`src/scd_pkg.sv`:
```
// Shared types and constants for the sidechain ducker.
package scd_pkg;

   localparam int ENV_BITS      = 17;
   localparam int LEVEL_BITS    = 16;
   localparam int AMOUNT_BITS   = 8;
   localparam int COEF_BITS     = 16;
   localparam int CSR_IDX_BITS  = 2;
   localparam int CSR_DATA_BITS = 16;

   localparam logic [LEVEL_BITS-1:0] SC_THRESHOLD = 16'd66;
   localparam logic [ENV_BITS-1:0]   ENV_ONE      = 17'h10000;

   localparam logic [AMOUNT_BITS-1:0] AMOUNT_RESET  = 8'd192;
   localparam logic                   INVERT_RESET  = 1'b0;
   localparam logic [COEF_BITS-1:0]   RELEASE_RESET = 16'd65525;

   localparam logic [CSR_IDX_BITS-1:0] CSR_AMOUNT  = 2'd0;
   localparam logic [CSR_IDX_BITS-1:0] CSR_INVERT  = 2'd1;
   localparam logic [CSR_IDX_BITS-1:0] CSR_RELEASE = 2'd2;

   localparam logic OP_FRAME = 1'b0;
   localparam logic OP_CLEAR = 1'b1;

   typedef struct packed {
      logic accept;
      logic env_step;
      logic gain_step;
      logic mul_left;
      logic mul_right;
      logic load_out;
   } scd_cmd_type;

   typedef struct packed {
      logic out_free;
   } scd_status_type;

endpackage

```
`src/scd_ctrl.sv`:
```
// Sequencer that steps one frame through envelope, gain and sample scaling.
module scd_ctrl
   import scd_pkg::*;
(
   input  logic           clock,
   input  logic           reset,
   input  logic           req_tvalid,
   input  logic           req_op,
   output logic           req_tready,
   input  scd_status_type status,
   output scd_cmd_type    cmd
);

   typedef enum logic [2:0] {
      ST_IDLE,
      ST_ENV,
      ST_GAIN,
      ST_MUL_L,
      ST_MUL_R,
      ST_SEND
   } state_type;

   state_type state_ff;

   always_ff @(posedge clock) begin
      if (reset) begin
         state_ff <= ST_IDLE;
      end else begin
         unique case (state_ff)
            ST_IDLE: begin
               if (req_tvalid && req_op == OP_FRAME) begin
                  state_ff <= ST_ENV;
               end
            end
            ST_ENV:   state_ff <= ST_GAIN;
            ST_GAIN:  state_ff <= ST_MUL_L;
            ST_MUL_L: state_ff <= ST_MUL_R;
            ST_MUL_R: state_ff <= ST_SEND;
            ST_SEND: begin
               if (status.out_free) begin
                  state_ff <= ST_IDLE;
               end
            end
            default:  state_ff <= ST_IDLE;
         endcase
      end
   end

   assign req_tready = (state_ff == ST_IDLE);

   always_comb begin
      cmd           = '0;
      cmd.accept    = (state_ff == ST_IDLE) && req_tvalid;
      cmd.env_step  = (state_ff == ST_ENV);
      cmd.gain_step = (state_ff == ST_GAIN);
      cmd.mul_left  = (state_ff == ST_MUL_L);
      cmd.mul_right = (state_ff == ST_MUL_R);
      cmd.load_out  = (state_ff == ST_SEND) && status.out_free;
   end

endmodule

```
`src/scd_datapath.sv`:
```
// Envelope, gain and sample scaling datapath with config registers and output register.
module scd_datapath
   import scd_pkg::*;
#(
   parameter int SAMPLE_BITS    = 24,
   parameter int GAIN_FRAC_BITS = 16
) (
   input  logic                          clock,
   input  logic                          reset,
   input  scd_cmd_type                   cmd,
   output scd_status_type                status,
   input  logic                          csr_we,
   input  logic [CSR_IDX_BITS-1:0]       csr_index,
   input  logic [CSR_DATA_BITS-1:0]      csr_wdata,
   input  logic                          req_op,
   input  logic signed [SAMPLE_BITS-1:0] req_left,
   input  logic signed [SAMPLE_BITS-1:0] req_right,
   input  logic [LEVEL_BITS-1:0]         req_level,
   input  logic                          rsp_tready,
   output logic                          rsp_tvalid,
   output logic signed [SAMPLE_BITS-1:0] rsp_left,
   output logic signed [SAMPLE_BITS-1:0] rsp_right
);

   localparam int GAIN_BITS = GAIN_FRAC_BITS + 1;
   localparam int WIDE_BITS = ENV_BITS + 8;
   localparam int GAIN_SHL  = (GAIN_FRAC_BITS >= 16) ? GAIN_FRAC_BITS - 16 : 0;
   localparam int GAIN_SHR  = (GAIN_FRAC_BITS >= 16) ? 0 : 16 - GAIN_FRAC_BITS;
   localparam int PROD_BITS = SAMPLE_BITS + GAIN_BITS + 1;

   // configuration
   logic [AMOUNT_BITS-1:0] amount_ff;
   logic                   invert_ff;
   logic [COEF_BITS-1:0]   coef_ff;

   always_ff @(posedge clock) begin
      if (reset) begin
         amount_ff <= AMOUNT_RESET;
         invert_ff <= INVERT_RESET;
         coef_ff   <= RELEASE_RESET;
      end else if (csr_we) begin
         unique case (csr_index)
            CSR_AMOUNT:  amount_ff <= csr_wdata[AMOUNT_BITS-1:0];
            CSR_INVERT:  invert_ff <= csr_wdata[0];
            CSR_RELEASE: coef_ff   <= csr_wdata[COEF_BITS-1:0];
            default:     ;
         endcase
      end
   end

   // input beat holding
   logic signed [SAMPLE_BITS-1:0] left_ff, right_ff;
   logic [LEVEL_BITS-1:0]         level_ff;

   always_ff @(posedge clock) begin
      if (cmd.accept) begin
         left_ff  <= req_left;
         right_ff <= req_right;
         level_ff <= req_level;
      end
   end

   // envelope
   logic [ENV_BITS-1:0]           env_ff, env_in;
   logic [ENV_BITS+COEF_BITS-1:0] decay_prod;

   assign decay_prod = env_ff * coef_ff;

   always_comb begin
      env_in = env_ff;
      if (cmd.accept && req_op == OP_CLEAR) begin
         env_in = '0;
      end else if (cmd.env_step) begin
         if (level_ff >= SC_THRESHOLD) begin
            env_in = ENV_ONE;
         end else begin
            env_in = decay_prod[ENV_BITS+COEF_BITS-1:COEF_BITS];
         end
      end
   end

   always_ff @(posedge clock) begin
      if (reset) begin
         env_ff <= '0;
      end else begin
         env_ff <= env_in;
      end
   end

   // gain: amount*257 is the byte repeated twice
   logic [15:0]                 amount_x257;
   logic [ENV_BITS-1:0]         env_sel;
   logic [ENV_BITS+15:0]        duck_prod;
   logic [ENV_BITS-1:0]         gain_q16;
   logic [WIDE_BITS-1:0]        gain_wide;
   logic [GAIN_BITS-1:0]        gain_ff, gain_in;

   assign amount_x257 = {amount_ff, amount_ff};
   assign env_sel     = invert_ff ? (ENV_ONE - env_ff) : env_ff;
   assign duck_prod   = amount_x257 * env_sel;
   assign gain_q16    = ENV_ONE - {1'b0, duck_prod[31:16]};
   assign gain_wide   = (WIDE_BITS'(gain_q16) << GAIN_SHL) >> GAIN_SHR;
   assign gain_in     = cmd.gain_step ? gain_wide[GAIN_BITS-1:0] : gain_ff;

   always_ff @(posedge clock) begin
      gain_ff <= gain_in;
   end

   // shared sample multiplier, left then right; taking the upper product bits gives floor division
   logic signed [SAMPLE_BITS-1:0] mul_x;
   logic signed [PROD_BITS-1:0]   mul_prod;
   logic signed [SAMPLE_BITS-1:0] mul_res;
   logic signed [SAMPLE_BITS-1:0] left_res_ff, right_res_ff;

   assign mul_x    = cmd.mul_right ? right_ff : left_ff;
   assign mul_prod = mul_x * $signed({1'b0, gain_ff});
   assign mul_res  = mul_prod[GAIN_FRAC_BITS+SAMPLE_BITS-1:GAIN_FRAC_BITS];

   always_ff @(posedge clock) begin
      if (cmd.mul_left) begin
         left_res_ff <= mul_res;
      end
      if (cmd.mul_right) begin
         right_res_ff <= mul_res;
      end
   end

   // output register
   logic                          rsp_valid_ff, rsp_valid_in;
   logic signed [SAMPLE_BITS-1:0] rsp_left_ff, rsp_right_ff;

   always_comb begin
      rsp_valid_in = rsp_valid_ff;
      if (rsp_valid_ff && rsp_tready) begin
         rsp_valid_in = 1'b0;
      end
      if (cmd.load_out) begin
         rsp_valid_in = 1'b1;
      end
   end

   always_ff @(posedge clock) begin
      if (reset) begin
         rsp_valid_ff <= 1'b0;
      end else begin
         rsp_valid_ff <= rsp_valid_in;
      end
      if (cmd.load_out) begin
         rsp_left_ff  <= left_res_ff;
         rsp_right_ff <= right_res_ff;
      end
   end

   assign status.out_free = !rsp_valid_ff || rsp_tready;
   assign rsp_tvalid      = rsp_valid_ff;
   assign rsp_left        = rsp_left_ff;
   assign rsp_right       = rsp_right_ff;

`ifndef SYNTHESIS
   a_env_range: assert property (@(posedge clock) disable iff (reset)
      env_ff <= ENV_ONE)
      else $error("envelope above unity");

   a_load_free: assert property (@(posedge clock) disable iff (reset)
      cmd.load_out |-> (!rsp_valid_ff || rsp_tready))
      else $error("output register overwritten while holding a beat");

   a_load_valid: assert property (@(posedge clock) disable iff (reset)
      cmd.load_out |=> rsp_valid_ff)
      else $error("loaded result not presented");

   a_one_step: assert property (@(posedge clock) disable iff (reset)
      $onehot0({cmd.accept, cmd.env_step, cmd.gain_step, cmd.mul_left,
                cmd.mul_right, cmd.load_out}))
      else $error("more than one datapath step at once");

   a_clear_env: assert property (@(posedge clock) disable iff (reset)
      (cmd.accept && req_op == OP_CLEAR) |=> env_ff == '0)
      else $error("clear did not zero envelope");
`endif

endmodule

```
`src/sidechain_ducker.sv`:
```
// Top level of the stereo sidechain ducker.
// A frame beat goes from acceptance to the result entering the output register in steps:
// accept, the envelope multiply, the gain multiply, then left and then right on the
// single sample multiplier that scales both, and last the load of the result.
// The next beat is taken as soon as the result sits in the output register, even while it
// waits to be taken; if the previous result is still held there, the load waits for it.
// A clear beat (tuser high) gives no result.
module sidechain_ducker
   import scd_pkg::*;
#(
   parameter int SAMPLE_BITS    = 24,
   parameter int GAIN_FRAC_BITS = 16
) (
   input  logic                                         clock,
   input  logic                                         reset,
   input  logic                                         csr_we,
   input  logic [CSR_IDX_BITS-1:0]                      csr_index,
   input  logic [CSR_DATA_BITS-1:0]                     csr_wdata,
   input  logic                                         req_tvalid,
   output logic                                         req_tready,
   // left_in, right_in, sidechain_level, zero pad
   input  logic [((2*SAMPLE_BITS+LEVEL_BITS+7)/8)*8-1:0] req_tdata,
   // op
   input  logic                                         req_tuser,
   output logic                                         rsp_tvalid,
   input  logic                                         rsp_tready,
   // left_out, right_out, zero pad
   output logic [((2*SAMPLE_BITS+7)/8)*8-1:0]           rsp_tdata
);

   localparam int RSP_DATA_BITS = ((2*SAMPLE_BITS+7)/8)*8;

   scd_cmd_type                   cmd;
   scd_status_type                status;
   logic signed [SAMPLE_BITS-1:0] rsp_left, rsp_right;

   scd_ctrl u_ctrl (
      .clock      (clock),
      .reset      (reset),
      .req_tvalid (req_tvalid),
      .req_op     (req_tuser),
      .req_tready (req_tready),
      .status     (status),
      .cmd        (cmd)
   );

   scd_datapath #(
      .SAMPLE_BITS    (SAMPLE_BITS),
      .GAIN_FRAC_BITS (GAIN_FRAC_BITS)
   ) u_datapath (
      .clock      (clock),
      .reset      (reset),
      .cmd        (cmd),
      .status     (status),
      .csr_we     (csr_we),
      .csr_index  (csr_index),
      .csr_wdata  (csr_wdata),
      .req_op     (req_tuser),
      .req_left   (req_tdata[SAMPLE_BITS-1:0]),
      .req_right  (req_tdata[2*SAMPLE_BITS-1:SAMPLE_BITS]),
      .req_level  (req_tdata[2*SAMPLE_BITS+LEVEL_BITS-1:2*SAMPLE_BITS]),
      .rsp_tready (rsp_tready),
      .rsp_tvalid (rsp_tvalid),
      .rsp_left   (rsp_left),
      .rsp_right  (rsp_right)
   );

   assign rsp_tdata = RSP_DATA_BITS'({rsp_right, rsp_left});

endmodule

```
`config.mk`:
```
export PLATFORM = sky130hd
export DESIGN_NAME = sidechain_ducker
export DESIGN_NICKNAME = d
export VERILOG_FILES = /design/src/scd_pkg.sv /design/src/scd_ctrl.sv /design/src/scd_datapath.sv /design/src/sidechain_ducker.sv
export SDC_FILE = /design/constraint.sdc
export NUM_CORES = 2
export LEC_CHECK = 0
export ABC_AREA = 1
export BUFFER_PORTS_ARGS = -buffer_cell sky130_fd_sc_hd__buf_2
export CELL_PAD_IN_SITES_DETAIL_PLACEMENT = 1
export CELL_PAD_IN_SITES_GLOBAL_PLACEMENT = 2
export CORE_MARGIN = 8
export CORE_UTILIZATION = 44
export CTS_CLUSTER_DIAMETER = 80
export DETAILED_ROUTE_END_ITERATION = 8
export PLACE_DENSITY_LB_ADDON = 0.3
export SYNTH_ARGS = -nofsm -noshare
export SYNTH_HDL_FRONTEND = slang
export SYNTH_SLANG_ARGS = --single-unit
```
`constraint.sdc`:
```
create_clock -name clock -period 12.6 [get_ports clock]
set_clock_uncertainty 0.2 [all_clocks]
set_input_delay 2.52 -clock clock [delete_from_list [all_inputs] [get_ports clock]]
set_output_delay 2.52 -clock clock [all_outputs]
set_load 0.01 [all_outputs]
```
==> impl_metrics.py <==
metrics = {
    "cts": {
        "root_buffer": "clkbuf_16",
        "numCtsBuffers": 30,
        "clk_pin_slew_worst_paths_ns": 0.06,
        "htreeDepth": 1,
        "postCtsResizedCells": 0,
        "clock-sinks": 222,
        "cts_tree": "built",
        "clock_path_buffers": 3,
        "cts_setup_buffers": 0,
        "hold_buffers": 0,
        "clk_latency_ns": 0.62,
    },
    "sta": {
        "setup_viol": 0,
        "fmax_mhz": 107,
        "fin_crit_ns": 9.31,
        "tightest_slew_ns": 1.12,
        "finalCritPeriodShare": 0.739,
        "maxSlewHeadroom": 0.256,
        "grt_setup_unrepaired": "no",
        "slew_viol_final": 0,
        "finalHoldViolations": 0,
        "tns_ns": 0,
    },
    "job": {
        "maxCapViolations": 0,
    },
    "synthesis": {
        "avgSynthCellArea_um2": 8.41,
        "yosys.area.top_type": "fa_1",
        "synthesis.area_mm2": 0.0406,
        "yosys-top-cells-area": "fa_1 39%, edfxtp_1 13%, inv_1 12%",
        "synthFlopType": "edfxtp_1",
        "synth_edf_count": 176,
        "synth.net_count": 6009,
        "synth_top_cell_area_share": 0.392,
        "syn_inst": 4825,
        "synth_async_sr_flop_share": 0,
        "yosysUniqueCellTypes": 55,
        "yosys_warnings": 0,
        "synth-seq-cells": 222,
        "ys_seq_area_frac": 0.153,
    },
    "worst_setup_path": {
        "cp-end-kind": "register",
        "cp_data_arrival_time_ns": 9.44,
        "reg2reg_to": "u_datapath.left_res_ff[15]",
        "crit_family": "adder cells",
        "reg2reg_slack_ns": 3.29,
        "slowest_delay_ns": 1.05,
        "critPathKind": "register to register",
        "path_buf_inv": 7,
        "rr_startpoint": "u_ctrl.state_ff[0]",
        "crit_required_ns": 12.73,
        "crit_start": "u_ctrl.state_ff[0]",
        "slowest_stage": "inv_2",
        "cp_max_fo": 49,
        "rr_worst_depth": 27,
        "start_kind": "register",
    },
    "global_routing": {
        "grt_pass1_vias": 35200,
        "grt_max_degree": 50,
        "antenna_found_initial": 0,
        "grt_overflow": 0,
        "grt_pass1_wl_mm": 200,
        "grt_usage": 0.251,
    },
    "cells_and_area": {
        "layout_common_cells": "1,313 x inv_1, 1,026 x nand2_1, 794 x fa_1",
        "area_delta_synth_final_pct": 7.56,
        "final_cells": 6111,
        "drive_gt1_frac": 0.0729,
        "final_common_cell": "inv_1",
        "diodes": 0,
        "design_area_mm2": 0.0436,
        "nNetsFinal": 6085,
    },
    "floorplan": {
        "start_util": 0.443,
        "die_x_um": 320,
        "rows": 111,
        "dieArea_mm2": 0.102,
        "core_mm2": 0.0915,
        "pin_count": 138,
        "die_h_um": 320,
    },
    "worst_hold_path": {
        "hold_depth": 0,
        "hold_start": "u_datapath.left_res_ff[17]",
        "hold_class": "register to register",
        "whs_endpoint": "u_datapath.rsp_left[17]",
    },
    "placement": {
        "placed_area_mm2": 0.0426,
        "dpl.cell_count": 6055,
        "portBuffers": 136,
        "gp_congestion": 0.892,
        "dpl.hpwl_mm": 107,
    },
    "routing": {
        "ant_nets": 0,
        "routed_wl_mm": 126,
        "wire_per_inst_um": 20.7,
        "vias": 31000,
        "first_iter_violations": 1548,
        "drc": 0,
        "drt_first_pass_iters": 5,
        "viasPerCell": 5.08,
    },
    "run_status": {
        "outcome": "completed",
    },
}
[stage by stage]
| step | hold slack [ns] | setup WS, ns | utilization |
|---|---|---|---|
| global placement | 0.201 | 3.53 | 0.465 |
| CTS | 0.217 | 3.27 | 0.477 |
| detailed placement | 0.206 | 3.28 | 0.465 |
| global route | 0.226 | 2.81 | 0.477 |
| finish | 0.216 | 3.29 | 0.477 |
| floorplan | 0.200 | 5.58 | - |
[metal layers]
layer,GRT usage,up-vias,share of wire
met5,0,-,0
met4,0.0628,0,0.028
met3,0.0308,166,0.047
met2,0.432,699,0.48
met1,0.337,15900,0.44
li1,-,14300,-
[how the worst max path moves through the flow]
stage,to,slack [ns],cells after the start
finish,u_datapath.left_res_ff[15],3.29,27
global route,u_datapath.left_res_ff[10],2.81,26
CTS,u_datapath.left_res_ff[10],3.27,26
detailed placement,u_datapath.right_res_ff[10],3.28,26
global placement,u_datapath.left_res_ff[15],3.53,25
floorplan,u_datapath.gain_ff[8],5.58,36
[state kept, by name (all words and copies together), names as in the netlist]
name,count
u_ctrl.state_ff,3
u_datapath.rsp_tvalid,1
u_datapath.gain_ff,17
u_datapath.coef_ff,16
u_datapath.right_res_ff,24
u_datapath.left_ff,24
u_datapath.right_ff,24
u_datapath.level_ff,15
u_datapath.amount_ff,8
u_datapath.rsp_right,24
u_datapath.left_res_ff,24
u_datapath.env_ff,17
u_datapath.invert_ff,1
u_datapath.rsp_left,24
[Yosys cell counts, drive strengths merged (2+ instances only)]
master  count
or3         2
nand4      26
o211ai      8
a31oi       7
nand2    1043
clkbuf     95
o21a        9
o21ai      92
a21boi      5
a211oi      2
dfxtp      46
nor3       21
a31o        3
xor2       31
o31ai       4
nand3     116
or2        36
nor4        6
xnor2      25
inv      1331
a21oi     134
a221oi      3
nand3b     12
nor2      417
fa        794
o21bai     11
ha        302
edfxtp    176
buf        49
clkinv      9
a21o        5
[cells by family (layout without fill, tap and decap cells)]
logic type      count (synthesis)  count (layout)  share of synthesized area
simple gates                 1682            1682                      0.170
fa+ha+maj                    1096            1096                      0.485
compound gates                285             285                     0.0405
xor+xnor                       56              56                     0.0130
flops                         222             222                      0.153
buf+inv                      1484            1584                      0.139
[layout make-up]
type                       instances  area [µm²]
multi-input combinational       3119       28800
tap                             1186        1480
clock inverter                    17         245
sequential                       222        6210
inverter                        1340        5030
timing repair buffer             188        1070
fill                           11000       47900
clock buffer                      39         835
Power is left out: the tool's default activity adds up to more than one toggle a clock period on the data nets, which glitch-free logic cannot reach.
